### src/sv/assert_macros.svh
// Assertion macros used by the frustum culling RTL.
// Needs i_clk and the active-low reset i_rst_n in the including scope.
`ifndef ASSERT_MACROS_SVH
`define ASSERT_MACROS_SVH

// same-cycle implication, disabled while in reset
`define ASSERT_IMP(label, ante, cons) \
    label: assert property (@(posedge i_clk) disable iff (!i_rst_n) (ante) |-> (cons)) \
        else $error("frustum culling: same-cycle check failed");

// next-cycle implication, disabled while in reset
`define ASSERT_NXT(label, ante, cons) \
    label: assert property (@(posedge i_clk) disable iff (!i_rst_n) (ante) |=> (cons)) \
        else $error("frustum culling: next-cycle check failed");

`endif

### src/sv/fbc_pkg.sv
// Types and constants of the frustum box culling core.
// No dependencies; every other file but assert_macros.svh imports this package.
`default_nettype none

package fbc_pkg;

    // fixed-point formats
    localparam int COORD_BITS = 32;
    localparam int FRAC_BITS  = 16;
    localparam int HALF_BITS  = COORD_BITS - 1;
    localparam int VTX_W      = COORD_BITS + 1;   // centre plus or minus half size
    localparam int COMP_W     = COORD_BITS + 1;   // sum of two matrix elements
    localparam int PROD_W     = COMP_W + VTX_W;
    localparam int WTERM_W    = COMP_W + FRAC_BITS;
    localparam int SUM_W      = PROD_W + 2;       // three products plus the w term

    // field widths
    localparam int IDX_W   = 4;
    localparam int SEL_W   = 2;                   // row or column part of an index
    localparam int TAG_W   = 16;
    localparam int TOTAL_W = 17;

    // geometry
    localparam int AXES    = 3;
    localparam int MAT_DIM = 4;
    localparam int PLANES  = 6;
    localparam logic [SEL_W-1:0] W_SEL = 2'd3;    // row and column of the w terms

    // half size after reset: 1.5
    localparam logic [HALF_BITS-1:0] HALF_RESET = HALF_BITS'(3) << (FRAC_BITS - 1);

    // command codes
    localparam logic CMD_LOAD = 1'b0;
    localparam logic CMD_TEST = 1'b1;

    typedef logic signed [COORD_BITS-1:0] t_coord;
    typedef logic signed [VTX_W-1:0]      t_vtx;
    typedef logic signed [COMP_W-1:0]     t_comp;
    typedef logic signed [PROD_W-1:0]     t_prod;

    // word that travels down the row of plane cells
    typedef struct {
        logic               cmd;
        logic [IDX_W-1:0]   elem_index;
        t_coord             elem_value;
        t_vtx               vtx_hi [AXES];
        t_vtx               vtx_lo [AXES];
        logic [TAG_W-1:0]   tag;
        logic               vis;
    } t_word;

    // products held between the two halves of a cell
    typedef struct {
        t_prod                      prod [AXES];
        logic signed [WTERM_W-1:0]  wterm;
    } t_partial;

    // which plane a cell tests: row 3 plus or minus this row
    typedef struct packed {
        logic [SEL_W-1:0] row;
        logic             minus;
    } t_plane_sel;

endpackage

`default_nettype wire

### src/sv/fbc_if.sv
// Valid/ready channel interfaces for the input and result words.
// Depends on fbc_pkg for field widths.
`default_nettype none


interface fbc_out_if import fbc_pkg::*; ();
    logic               valid;
    logic               ready;
    logic               visible;
    logic [TAG_W-1:0]   result_tag;
    logic [TOTAL_W-1:0] visible_total;

    modport source (
        output valid, visible, result_tag, visible_total,
        input  ready
    );
    modport sink (
        input  valid, visible, result_tag, visible_total,
        output ready
    );
endinterface

`default_nettype wire

### src/sv/fbc_tally.sv
// End of the row: counts visible objects, clears the count on loads and holds
// the result word for the output channel. Depends on fbc_pkg and fbc_out_if.
`default_nettype none

module fbc_tally import fbc_pkg::*; #(
    parameter int MAX_OBJECTS = 65536
) (
    input  logic      i_clk,
    input  logic      i_rst_n,
    input  logic      i_valid,
    input  t_word     i_word,
    output logic      o_take,
    fbc_out_if.source o_out
);

    localparam int CntW = $clog2(MAX_OBJECTS + 1);

    logic [CntW-1:0]         r_count;
    logic [CntW-1:0]         n_count;
    logic [CntW+TOTAL_W-1:0] w_total_ext;
    logic                    r_out_valid;
    logic                    r_vis;
    logic [TAG_W-1:0]        r_tag;
    logic [TOTAL_W-1:0]      r_total;
    logic                    w_arrive;
    logic                    w_test;

    // loads never occupy the output register
    assign o_take   = !i_valid || (i_word.cmd == CMD_LOAD) || !r_out_valid || o_out.ready;
    assign w_arrive = i_valid && o_take;
    assign w_test   = i_word.cmd == CMD_TEST;

    // clear on load, count visible tests up to the limit
    always_comb begin
        n_count = r_count;
        if (!w_test) begin
            n_count = '0;
        end else if (i_word.vis && (r_count < CntW'(MAX_OBJECTS))) begin
            n_count = r_count + 1'b1;
        end
    end

    assign w_total_ext = {{TOTAL_W{1'b0}}, n_count};

    // counter and output valid
    always_ff @(posedge i_clk) begin
        if (!i_rst_n) begin
            r_count     <= '0;
            r_out_valid <= 1'b0;
        end else begin
            if (w_arrive) begin
                r_count <= n_count;
            end
            if (w_arrive && w_test) begin
                r_out_valid <= 1'b1;
            end else if (o_out.ready) begin
                r_out_valid <= 1'b0;
            end
        end
    end

    // result word
    always_ff @(posedge i_clk) begin
        if (w_arrive && w_test) begin
            r_vis   <= i_word.vis;
            r_tag   <= i_word.tag;
            r_total <= w_total_ext[TOTAL_W-1:0];
        end
    end

    assign o_out.valid         = r_out_valid;
    assign o_out.visible       = r_vis;
    assign o_out.result_tag    = r_tag;
    assign o_out.visible_total = r_total;

endmodule

`default_nettype wire

### src/flat_wrapper.sv
// flat-port wrapper written by rule: the top's interface ports become plain ports
module fbc_tally_flat import fbc_pkg::*;
#(
    parameter int MAX_OBJECTS = 65536
)
  (i_clk, i_rst_n, i_valid, i_word, o_take, o_out_valid, o_out_visible, o_out_result_tag, o_out_visible_total, o_out_ready);
  fbc_out_if o_out_i ();
  input  logic i_clk;
  input  logic i_rst_n;
  input  logic i_valid;
  input  t_word i_word;
  output logic o_take;
  output wire logic [$bits(o_out_i.valid)-1:0] o_out_valid;
  output wire logic [$bits(o_out_i.visible)-1:0] o_out_visible;
  output wire logic [$bits(o_out_i.result_tag)-1:0] o_out_result_tag;
  output wire logic [$bits(o_out_i.visible_total)-1:0] o_out_visible_total;
  input wire logic [$bits(o_out_i.ready)-1:0] o_out_ready;
  assign o_out_valid = o_out_i.valid;
  assign o_out_visible = o_out_i.visible;
  assign o_out_result_tag = o_out_i.result_tag;
  assign o_out_visible_total = o_out_i.visible_total;
  assign o_out_i.ready = o_out_ready;
  fbc_tally #(.MAX_OBJECTS(MAX_OBJECTS)) u_core (.i_clk(i_clk), .i_rst_n(i_rst_n), .i_valid(i_valid), .i_word(i_word), .o_take(o_take), .o_out(o_out_i));
endmodule
### config.mk
export PLATFORM = sky130hd
export DESIGN_NAME = fbc_tally_flat
export DESIGN_NICKNAME = d
export VERILOG_FILES = /design/src/sv/assert_macros.svh /design/src/sv/fbc_pkg.sv /design/src/sv/fbc_if.sv /design/src/sv/fbc_tally.sv /design/src/flat_wrapper.sv
export SDC_FILE = /design/constraint.sdc
export NUM_CORES = 1
export LEC_CHECK = 0
export BUFFER_PORTS_ARGS = -buffer_cell sky130_fd_sc_hd__clkbuf_2
export CORE_AREA = 2 2 113 115
export DETAILED_ROUTE_END_ITERATION = 10
export DIE_AREA = 0 0 115 117
export PLACE_DENSITY = 0.55
export SLEW_MARGIN = 10
export SYNTH_ARGS = -nofsm -noshare
export SYNTH_HDL_FRONTEND = slang
export SYNTH_SLANG_ARGS = --single-unit
### constraint.sdc
create_clock -name i_clk -period 2.1 [get_ports i_clk]
set_input_delay 0.525 -clock i_clk [delete_from_list [all_inputs] [get_ports i_clk]]
set_output_delay 0.525 -clock i_clk [all_outputs]
set_load 0.05 [all_outputs]
==> results.yml <==
outcome:
  status: "complete, no violations"
power_and_ir_drop:
  seqPwrFrac: 0.504
  clkPwrFrac: 0.390
  ir_drop_mv: 0.347
  sw_frac_of_total: 0.257
  pwr-share-comb: 0.105
  p_per_area_mw_per_mm2: 724
  p_leak_nw: 1.11
  power.switching_w: 0.000575
  p_int_w: 0.00166
  finalPower_w: 0.00224
placed_design:
  hpwl_mm: 4.66
  gp_congestion: 0.806
  dpl_cell_area_mm2: 0.00293
  portBuffers: 57
logic_synthesis:
  ys_seq_area_frac: 0.596
  synth_fp_nets: 468
  synth_edf_count: 34
  synth_ff_type: "edfxtp_1"
  ys_ff_latch: 52
  synthesis.area_mm2: 0.00232
  netlist_instances: 211
  syn_avg_cell_area_um2: 11.0
  synth.distinct_cells: 44
  synth-async-reset-ratio: 0
  yosysTopAreaCellShare: 0.441
  synth_top_cell_by_area: "edfxtp_1"
  synth_top_cells_by_count: "edfxtp_1, nand2_1, dfxtp_1"
  ys_top_cells_by_area: "edfxtp_1, dfxtp_1, xnor2_1"
  yosys_warnings: 0
  synth.most_common_cell: "edfxtp_1"
clocking:
  cts_tree: "done"
  path_clk_slew_ns: 0.07
  cts_setup_buffers: 0
  cts_max_level: 2
  worstSkewPairLatency_ns: 0.30
  cts-buffers-inserted: 5
  hold_buffers: 0
  cts_sinks: 52
  cts_root_buffer: "clkbuf_16"
  clock_path_buffers: 2
  cts_resized: 0
finish:
  fillCellCount: 1343
  nets: 542
  area.sequential_mm2: 0.00138
  multi_input_area_um2: 861
  fin_area_mm2: 0.00309
  antennaDiodeCount: 0
  drive_gt1_frac: 0.325
  area_growth_syn_to_layout_pct: 33.3
  fin_util: 0.251
global_routing:
  grt_pass1_vias: 1796
  grt-ovfl-total: 0
  grt_pass1_wl_mm: 9.76
  track_usage: 0.0959
  grt_max_degree: 19
  antenna_found_initial: 0
hold_path:
  min_from: "i_word[7]"
  hold_class: "in2reg"
critical_path:
  path_max_fanout: 6
  worstPathArrival_ns: 2.00
  crit_chain: "nand4_4 > or4_4 > or3_1 > a21oi_1"
  worstPathRequired_ns: 2.25
  crit_path_max_incr_delay_ns: 0.58
  crit_path_start: "u_core.r_count[7]"
  cp_slowest_cell: "or4_4"
  criticalPathCategory: "reg2reg"
  r2r-start: "u_core.r_count[7]"
  crit_path_start_kind: "register"
  setup.worst_path.end_class: "register"
drt:
  num_vias: 1861
  wl_met3_um: 472
  m1WireLength_mm: 2.80
  route.detailed.drc: 0
  wl_mm: 6.15
  route.met2.wl_mm: 2.76
  highest_layer: "met4"
  ant_nets: 0
  vias_per_cell: 4.27
  post_drt_wl_per_cell_um: 14.1
  drtIter0Drc: 66
  dr.pass1.iters: 4
sta:
  tns_ns: 0
  timing.fmax_mhz: 538
  max_slew_margin: 0.703
  final.setup_skew_ns: 0.00831
  rsz0062_at_grt: "false"
  slew_violations: 0
  finalHoldViolCount: 0
  fin_crit_sh: 0.885
  setup_viol: 0
  min_period_ns: 1.86
  tightest_slew_ns: 0.446
floorplan:
  initial_core_util: 0.188
  die_area_mm2: 0.0135
  io_pins: 292
  die_h_um: 117
  core_mm2: 0.0123
  fp.dieW_um: 115
  rows: 41
job:
  maxCapViolCount: 0
critical path, delay by kind of cell, from the launching register on:
kind / cells / cell delay (ns)
AOI/OAI and AO/OA: 1 / 0.16
and+or+nand+nor: 3 / 1.08
DFF: 1 / 0.47
flip-flops by register name (all words and copies together), names as in the netlist:
register,flops
u_core.o_out.visible_total,17
u_core.r_count,17
u_core.o_out.result_tag,16
u_core.o_out.valid,1
u_core.o_out.visible,1
metal layers:
layer  vias up  GRT usage
met5         -          0
met4         0     0.0458
met3         8     0.0350
met2        46      0.141
met1       885      0.125
li1        922          -
cells in the final DEF, fill, tap and decap left out, types with 7 or more instances in the layout:
cell and instances:
xnor2_1 9, buf_4 19, clkbuf_2 57, a21oi_1 15
nor3_1 7, nand2_1 19, edfxtp_1 34, nand3_1 11
o21ai_0 8, nor2_1 15, dfxtp_1 18, inv_1 7
cell families after synthesis:
kind of cell             count (synthesis)  synth area share
AND/OR/NAND/NOR                         85             0.205
flip-flops                              52             0.596
AO/OA/AOI/OAI                           39             0.104
buffers and inverters                   19            0.0319
XOR/XNOR                                13            0.0492
multiplexers                             2           0.00864
adder cells (fa/ha/maj)                  1           0.00540
power by group through the flow:
| stage | sequential [W] | clock [W] | combinational, W |
|---|---|---|---|
| after floorplan | 0.00125 | 0 | 0.0000515 |
| after global placement | 0.00115 | 0 | 0.000237 |
| after detailed placement | 0.00115 | 0 | 0.000238 |
| after CTS | 0.00113 | 0.000893 | 0.000239 |
| after global routing | 0.00113 | 0.000932 | 0.000252 |
| final | 0.00113 | 0.000872 | 0.000236 |
metrics by stage:
stage / worst slack, ns / instances / hold slack [ns]
2_1_floorplan: 0.107 / 211 / 0.471
3_3_place_gp: 0.0793 / 428 / 0.500
3_5_place_dp: 0.0733 / 428 / 0.506
4_1_cts: 0.241 / 436 / 0.390
5_1_grt: 0.140 / 436 / 0.388
6_report: 0.242 / 436 / 0.397
path summary, 6_finish.rpt:
path                            slack [ns]                              to  cells after the start
worst max-delay path                  0.24  u_core.o_out.visible_total[15]                      4
worst min-delay path                  0.40      u_core.o_out.result_tag[6]                      1
worst max register to register        0.24  u_core.o_out.visible_total[15]                      4
worst min register to register        0.52              u_core.r_count[14]                      1
final cells by class:
cell class / instances / share of cell area
Tap cell: 150 / 0.0608
Clock buffer: 6 / 0.0450
Clock inverter: 2 / 0.00567
Inverter: 8 / 0.0109
Timing Repair Buffer: 78 / 0.152
Sequential cell: 52 / 0.447
Multi-Input combinational cell: 140 / 0.279
No activity file was read; power rests on OpenSTA's default activity.
