$ cat config.mk
export PLATFORM = sky130hd
export DESIGN_NAME = fbc_front_flat
export DESIGN_NICKNAME = d
export VERILOG_FILES = /design/src/sv/assert_macros.svh /design/src/sv/fbc_pkg.sv /design/src/sv/fbc_if.sv /design/src/sv/fbc_front.sv /design/src/flat_wrapper.sv
export SDC_FILE = /design/constraint.sdc
export NUM_CORES = 1
export LEC_CHECK = 0
export BUFFER_PORTS_ARGS = -buffer_cell sky130_fd_sc_hd__buf_4
export CAP_MARGIN = 20
export CORE_ASPECT_RATIO = 0.5
export CORE_MARGIN = 4
export CORE_UTILIZATION = 60
export CTS_CLUSTER_SIZE = 30
export DETAILED_ROUTE_END_ITERATION = 10
export GPL_ROUTABILITY_DRIVEN = 1
export PLACE_DENSITY = 0.88
export SETUP_SLACK_MARGIN = 0.02
export SLEW_MARGIN = 20
export SYNTH_ARGS = -nofsm -noshare
export SYNTH_HDL_FRONTEND = slang
export SYNTH_SLANG_ARGS = --single-unit
$ cat constraint.sdc
create_clock -name i_clk -period 14.6 [get_ports i_clk]
set_input_delay 2.92 -clock i_clk [delete_from_list [all_inputs] [get_ports i_clk]]
set_output_delay 2.92 -clock i_clk [all_outputs]
set_load 0.03 [all_outputs]
$ cat src/sv/assert_macros.svh
// Assertion macros used by the frustum culling RTL.
// Needs i_clk and the active-low reset i_rst_n in the including scope.
`ifndef ASSERT_MACROS_SVH
`define ASSERT_MACROS_SVH

// same-cycle implication, disabled while in reset
`define ASSERT_IMP(label, ante, cons) \
    label: assert property (@(posedge i_clk) disable iff (!i_rst_n) (ante) |-> (cons)) \
        else $error("frustum culling: same-cycle check failed");

// next-cycle implication, disabled while in reset
`define ASSERT_NXT(label, ante, cons) \
    label: assert property (@(posedge i_clk) disable iff (!i_rst_n) (ante) |=> (cons)) \
        else $error("frustum culling: next-cycle check failed");

`endif

$ cat src/sv/fbc_pkg.sv
// Types and constants of the frustum box culling core.
// No dependencies; every other file but assert_macros.svh imports this package.
`default_nettype none

package fbc_pkg;

    // fixed-point formats
    localparam int COORD_BITS = 32;
    localparam int FRAC_BITS  = 16;
    localparam int HALF_BITS  = COORD_BITS - 1;
    localparam int VTX_W      = COORD_BITS + 1;   // centre plus or minus half size
    localparam int COMP_W     = COORD_BITS + 1;   // sum of two matrix elements
    localparam int PROD_W     = COMP_W + VTX_W;
    localparam int WTERM_W    = COMP_W + FRAC_BITS;
    localparam int SUM_W      = PROD_W + 2;       // three products plus the w term

    // field widths
    localparam int IDX_W   = 4;
    localparam int SEL_W   = 2;                   // row or column part of an index
    localparam int TAG_W   = 16;
    localparam int TOTAL_W = 17;

    // geometry
    localparam int AXES    = 3;
    localparam int MAT_DIM = 4;
    localparam int PLANES  = 6;
    localparam logic [SEL_W-1:0] W_SEL = 2'd3;    // row and column of the w terms

    // half size after reset: 1.5
    localparam logic [HALF_BITS-1:0] HALF_RESET = HALF_BITS'(3) << (FRAC_BITS - 1);

    // command codes
    localparam logic CMD_LOAD = 1'b0;
    localparam logic CMD_TEST = 1'b1;

    typedef logic signed [COORD_BITS-1:0] t_coord;
    typedef logic signed [VTX_W-1:0]      t_vtx;
    typedef logic signed [COMP_W-1:0]     t_comp;
    typedef logic signed [PROD_W-1:0]     t_prod;

    // word that travels down the row of plane cells
    typedef struct {
        logic               cmd;
        logic [IDX_W-1:0]   elem_index;
        t_coord             elem_value;
        t_vtx               vtx_hi [AXES];
        t_vtx               vtx_lo [AXES];
        logic [TAG_W-1:0]   tag;
        logic               vis;
    } t_word;

    // products held between the two halves of a cell
    typedef struct {
        t_prod                      prod [AXES];
        logic signed [WTERM_W-1:0]  wterm;
    } t_partial;

    // which plane a cell tests: row 3 plus or minus this row
    typedef struct packed {
        logic [SEL_W-1:0] row;
        logic             minus;
    } t_plane_sel;

endpackage

`default_nettype wire

$ cat src/sv/fbc_if.sv
// Valid/ready channel interfaces for the input and result words.
// Depends on fbc_pkg for field widths.
`default_nettype none

interface fbc_in_if import fbc_pkg::*; ();
    logic             valid;
    logic             ready;
    logic             cmd;
    logic [IDX_W-1:0] elem_index;
    t_coord           elem_value;
    t_coord           center_x;
    t_coord           center_y;
    t_coord           center_z;
    logic [TAG_W-1:0] object_tag;

    modport source (
        output valid, cmd, elem_index, elem_value, center_x, center_y, center_z, object_tag,
        input  ready
    );
    modport sink (
        input  valid, cmd, elem_index, elem_value, center_x, center_y, center_z, object_tag,
        output ready
    );
endinterface


`default_nettype wire

$ cat src/sv/fbc_front.sv
// Input stage: registers the input word and builds both box corners per axis.
// Holds the half-size register. Depends on fbc_pkg and fbc_in_if.
`default_nettype none

module fbc_front import fbc_pkg::*; (
    input  logic                 i_clk,
    input  logic                 i_rst_n,
    input  logic                 i_cfg_wr_en,
    input  logic [HALF_BITS-1:0] i_cfg_wr_data,
    fbc_in_if.sink               i_in,
    input  logic                 i_take,
    output logic                 o_valid,
    output t_word                o_word
);

    logic [HALF_BITS-1:0] r_half;
    logic                 r_valid;
    t_word                r_word;
    t_word                n_word;
    t_vtx                 w_half;
    t_coord               w_ctr [AXES];

    assign w_ctr[0] = i_in.center_x;
    assign w_ctr[1] = i_in.center_y;
    assign w_ctr[2] = i_in.center_z;
    assign w_half   = {2'b00, r_half};

    // accept while empty or while the word moves on
    assign i_in.ready = !r_valid || i_take;

    // build min and max corners
    always_comb begin
        n_word.cmd        = i_in.cmd;
        n_word.elem_index = i_in.elem_index;
        n_word.elem_value = i_in.elem_value;
        n_word.tag        = i_in.object_tag;
        n_word.vis        = 1'b1;
        for (int ax = 0; ax < AXES; ax++) begin
            n_word.vtx_hi[ax] = {w_ctr[ax][COORD_BITS-1], w_ctr[ax]} + w_half;
            n_word.vtx_lo[ax] = {w_ctr[ax][COORD_BITS-1], w_ctr[ax]} - w_half;
        end
    end

    // hold the half size
    always_ff @(posedge i_clk) begin
        if (!i_rst_n) begin
            r_half <= HALF_RESET;
        end else if (i_cfg_wr_en) begin
            r_half <= i_cfg_wr_data;
        end
    end

    // advance the stage valid
    always_ff @(posedge i_clk) begin
        if (!i_rst_n) begin
            r_valid <= 1'b0;
        end else if (i_in.ready) begin
            r_valid <= i_in.valid;
        end
    end

    // capture the word
    always_ff @(posedge i_clk) begin
        if (i_in.ready && i_in.valid) begin
            r_word <= n_word;
        end
    end

    assign o_valid = r_valid;
    assign o_word  = r_word;

endmodule

`default_nettype wire

$ cat src/flat_wrapper.sv
// flat-port wrapper written by rule: the top's interface ports become plain ports
module fbc_front_flat import fbc_pkg::*;
  (i_clk, i_rst_n, i_cfg_wr_en, i_cfg_wr_data, i_take, o_valid, o_word, i_in_valid, i_in_cmd, i_in_elem_index, i_in_elem_value, i_in_center_x, i_in_center_y, i_in_center_z, i_in_object_tag, i_in_ready);
  fbc_in_if i_in_i ();
  input  logic i_clk;
  input  logic i_rst_n;
  input  logic i_cfg_wr_en;
  input  logic [HALF_BITS-1:0] i_cfg_wr_data;
  input  logic i_take;
  output logic o_valid;
  output t_word o_word;
  input wire logic [$bits(i_in_i.valid)-1:0] i_in_valid;
  input wire logic [$bits(i_in_i.cmd)-1:0] i_in_cmd;
  input wire logic [$bits(i_in_i.elem_index)-1:0] i_in_elem_index;
  input wire logic [$bits(i_in_i.elem_value)-1:0] i_in_elem_value;
  input wire logic [$bits(i_in_i.center_x)-1:0] i_in_center_x;
  input wire logic [$bits(i_in_i.center_y)-1:0] i_in_center_y;
  input wire logic [$bits(i_in_i.center_z)-1:0] i_in_center_z;
  input wire logic [$bits(i_in_i.object_tag)-1:0] i_in_object_tag;
  output wire logic [$bits(i_in_i.ready)-1:0] i_in_ready;
  assign i_in_i.valid = i_in_valid;
  assign i_in_i.cmd = i_in_cmd;
  assign i_in_i.elem_index = i_in_elem_index;
  assign i_in_i.elem_value = i_in_elem_value;
  assign i_in_i.center_x = i_in_center_x;
  assign i_in_i.center_y = i_in_center_y;
  assign i_in_i.center_z = i_in_center_z;
  assign i_in_i.object_tag = i_in_object_tag;
  assign i_in_ready = i_in_i.ready;
  fbc_front u_core (.i_clk(i_clk), .i_rst_n(i_rst_n), .i_cfg_wr_en(i_cfg_wr_en), .i_cfg_wr_data(i_cfg_wr_data), .i_in(i_in_i), .i_take(i_take), .o_valid(o_valid), .o_word(o_word));
endmodule
==> flow_summary_export.csv <==
group,metric,value,unit
run_status,status,"finished, final reports clean",
final_layout,drive_gt1_share,24.1,%
logic_synthesis,ys_async_sr_fraction,0,%
setup_path,critical_path_arrival,3.37,ns
floorplan,start_util,61.6,%
routing,drt_iter0_markers,2053,
flow_run,maxCapViolations,0,
clock_tree,cts_tree,"yes",
logic_synthesis,synth_top_family_by_area,"compound AO/OA/AOI/OAI gates",
clock_tree,holdBufCountCts,0,
pwr,power,2620,uW
floorplan,core,30700,sq um
timing,setup_tns,0,ns
global_routing,grt_usage,33.4,%
final_layout,utilization,75.5,%
pwr,clkPwrFrac,27.2,%
logic_synthesis,synth-edff-count,248,
logic_synthesis,synth_ff_type,"edfxtp_1",
pwr,p_switching,904,uW
final_layout,syn_to_final_growth,22.6,%
clock_tree,htreeDepth,1,
clock_tree,numCtsBuffers,26,
placed_design,dpl_worst_slack,8.32,ns
global_routing,grt_pass1_vias,15000,
timing,whs,0.573,ns
placed_design,port_buffers,437,
final_layout,multi_input_area,9860,sq um
clock_tree,cts-resized-gates,0,
logic_synthesis,synthAdderAreaFrac,12.9,%
timing,period_needed,6.29,ns
logic_synthesis,synth_simple_gate_area_share,11.5,%
clock_tree,clock_sinks,280,
logic_synthesis,synth.mux.area_fraction,1.59,%
logic_synthesis,yosysWarningCount,0,
logic_synthesis,post_synth_xor_area_fraction,7.74,%
pwr,p_leak,0.00966,uW
clock_tree,cts_buffer_depth,3,
pwr,seqPwrFrac,39.4,%
global_routing,antenna_found_initial,4,
timing,fin_crit_sh,43.1,%
placed_design,dp_hpwl,47900,um
floorplan,dieHeight,134,um
routing,vias,16300,
pwr,ir_drop,95.9,uV
logic_synthesis,avgSynthCellArea,10.2,sq um
final_layout,fill_cells,2160,
global_routing,grt_pass1_wl,90000,um
clock_tree,root_buffer,"clkbuf_16",
pwr,internal_power,1720,uW
setup_path,path_max_fanout,3,
setup_path,r2r_cells,11,
floorplan,chipWidth,259,um
timing,slew_viol_final,0,
placed_design,gp_congestion,0.997,
routing,wl_per_cell,22.8,um
pwr,cellPowerDensity,113,nW/um^2
final_layout,seq_area,8090,sq um
setup_path,startpoint_type,"primary input",
clock_tree,insertion_delay,0.57,ns
timing,relSlewSlack,31.7,%
floorplan,num_rows,45,
clock_tree,post_cts_buffers,0,
routing,drt-pass1-iter-count,6,
routing,finalWirelength,60600,um
timing,skew,0.0151,ns
setup_path,end_kind,"primary output",
logic_synthesis,syn-instance-count,1846,
logic_synthesis,ys_seq_elements,280,
routing,via_per_inst,6.14,
timing,setup_ws,8.31,ns
global_routing,grt_max_degree,177,
logic_synthesis,synth_compound_area_share,18.3,%
routing,drc,0,
logic_synthesis,synth_cell_type_count,96,
floorplan,ios,439,
clock_tree,clkSlewWorstSetupHoldPaths,0.07,ns
hold_path,hold_path_class,"reg2reg",
pwr,p_comb_share,33.4,%
floorplan,dieArea,34600,sq um
hold_path,hold_depth,2,
timing,hold_violations,0,
routing,ant_nets,0,
setup_path,critPathKind,"in2out",
timing,setup_viol,0,
logic_synthesis,ys_seq_area_share,42.8,%
logic_synthesis,synth_nets,2223,
setup_path,worstPathRequired,11.68,ns
final_layout,nets,2593,
global_routing,grt-ovfl-total,0,
timing,max_freq,159,MHz
timing,rsz0062_at_grt,"no",
pwr,p_sw_share,34.5,%
timing,worst_pin_slew,1.02,ns
logic_synthesis,synth_area,18900,sq um
-- power by group through the flow --
stage / Sequential (uW) / Clock (uW) / Combinational [uW]
finish: 1030 / 712 / 876
global route: 1040 / 751 / 926
CTS: 1030 / 716 / 861
detailed placement: 1050 / 0 / 856
global placement: 1040 / 0 / 848
floorplan: 1210 / 0 / 408
-- flip-flops by register name, indices dropped and copies added (netlist names) --
register        count
u_core.o_valid      1
u_core.o_word     248
u_core.r_half      31
-- final cells by class --
| cell class | instances | share of cell area [%] |
|---|---|---|
| flip-flops and latches | 280 | 34.9 |
| inverters | 132 | 2.16 |
| well taps | 423 | 2.28 |
| clock buffers | 36 | 3.10 |
| diodes | 4 | 0.0432 |
| multi-input cells | 1336 | 42.5 |
| repair buffers | 440 | 14.3 |
| clock inverters | 12 | 0.669 |
-- synth_stat cells (all sizes together) (6+ instances only) --
| cell | n | area [sq um] |
|---|---|---|
| edfxtp | 248 | 7450 |
| ha | 186 | 2330 |
| a21oi | 185 | 926 |
| nor2 | 149 | 567 |
| xnor2 | 148 | 1300 |
| inv | 131 | 492 |
| o21ai | 78 | 394 |
| nand2 | 62 | 233 |
| clkbuf | 51 | 194 |
| nor2b | 49 | 307 |
| buf | 47 | 259 |
| o21bai | 42 | 315 |
| nor3 | 36 | 190 |
| a21o | 33 | 248 |
| dfxtp | 32 | 641 |
| mux2i | 30 | 300 |
| nand2b | 25 | 156 |
| nand3 | 24 | 133 |
| a31oi | 23 | 150 |
| o31ai | 23 | 193 |
| nor4 | 21 | 131 |
| a211oi | 19 | 158 |
| xor2 | 19 | 166 |
| nand4 | 13 | 81.3 |
| o211ai | 13 | 103 |
| o21a | 13 | 97.6 |
| or3 | 11 | 68.8 |
| a21boi | 10 | 78.8 |
| or2 | 10 | 62.6 |
| and3 | 9 | 56.3 |
| a221oi | 7 | 91.3 |
| a211o | 6 | 53.8 |
| fa | 6 | 120 |
| o41ai | 6 | 67.6 |
-- worst paths after layout --
path / start / end / slack (ns)
max reg2reg: u_core.r_half[1] / u_core.o_word[213] / 10.54
min reg2reg: u_core.o_valid / u_core.o_valid / 0.57
max: i_take / i_in_ready / 8.31
min: u_core.o_valid / u_core.o_valid / 0.57
-- cell usage in the layout, fill, tap and decap left out, types with 5 or more instances in the layout --
cell / Yosys / final
clkbuf_16: 0 / 26
nor3_1: 34 / 34
nand3_1: 23 / 23
xor2_1: 19 / 19
buf_4: 7 / 439
nand2b_1: 25 / 25
or2_2: 8 / 8
a211o_1: 5 / 5
inv_2: 7 / 7
mux2i_1: 30 / 30
clkbuf_1: 49 / 7
o21ai_0: 69 / 69
a211oi_1: 16 / 16
o31ai_1: 19 / 19
fa_1: 6 / 6
nand2_1: 62 / 62
a21o_1: 33 / 33
or4_1: 5 / 5
nor2b_1: 49 / 49
nor4_1: 21 / 21
nor2_1: 146 / 146
o31a_1: 5 / 5
or3_1: 11 / 11
o21a_1: 13 / 13
edfxtp_1: 248 / 248
and3_1: 9 / 9
a21boi_0: 9 / 9
o211ai_1: 12 / 12
o21ai_1: 8 / 8
a31oi_1: 22 / 22
nand4_1: 13 / 13
inv_1: 124 / 124
o21bai_1: 42 / 42
xnor2_1: 148 / 148
ha_1: 186 / 186
a21oi_1: 185 / 185
dfxtp_1: 32 / 32
-- kinds of logic after synthesis --
| logic type | after synthesis |
|---|---|
| AOI/OAI and AO/OA | 513 |
| xor gates and xnor gates | 167 |
| adders and majority gates | 192 |
| buffers and inverters | 230 |
| DFF | 280 |
| muxes | 30 |
| other | 1 |
| and+or+nand+nor | 433 |
-- worst max-delay path, stage by stage --
cell	delay, ns
buf_4	0.10
nand2b_1	0.16
buf_4	0.18
-- metrics by stage --
step           cell area, sq um  instances
5_1_grt                   23200       2663
3_5_place_dp              22300       2611
4_1_cts                   23200       2659
3_3_place_gp              22300       2611
6_report                  23200       2663
2_1_floorplan             18900       1846
-- per-layer routing --
layer | global-route usage [%] | up-vias | share of wire (%)
met5 | 0 | - | 0
met3 | 5.93 | 118 | 9.5
li1 | - | 7407 | -
met1 | 49.0 | 7897 | 43
met2 | 51.1 | 924 | 44
met4 | 9.85 | 0 | 3.1
No activity file was read; power rests on OpenSTA's default activity.
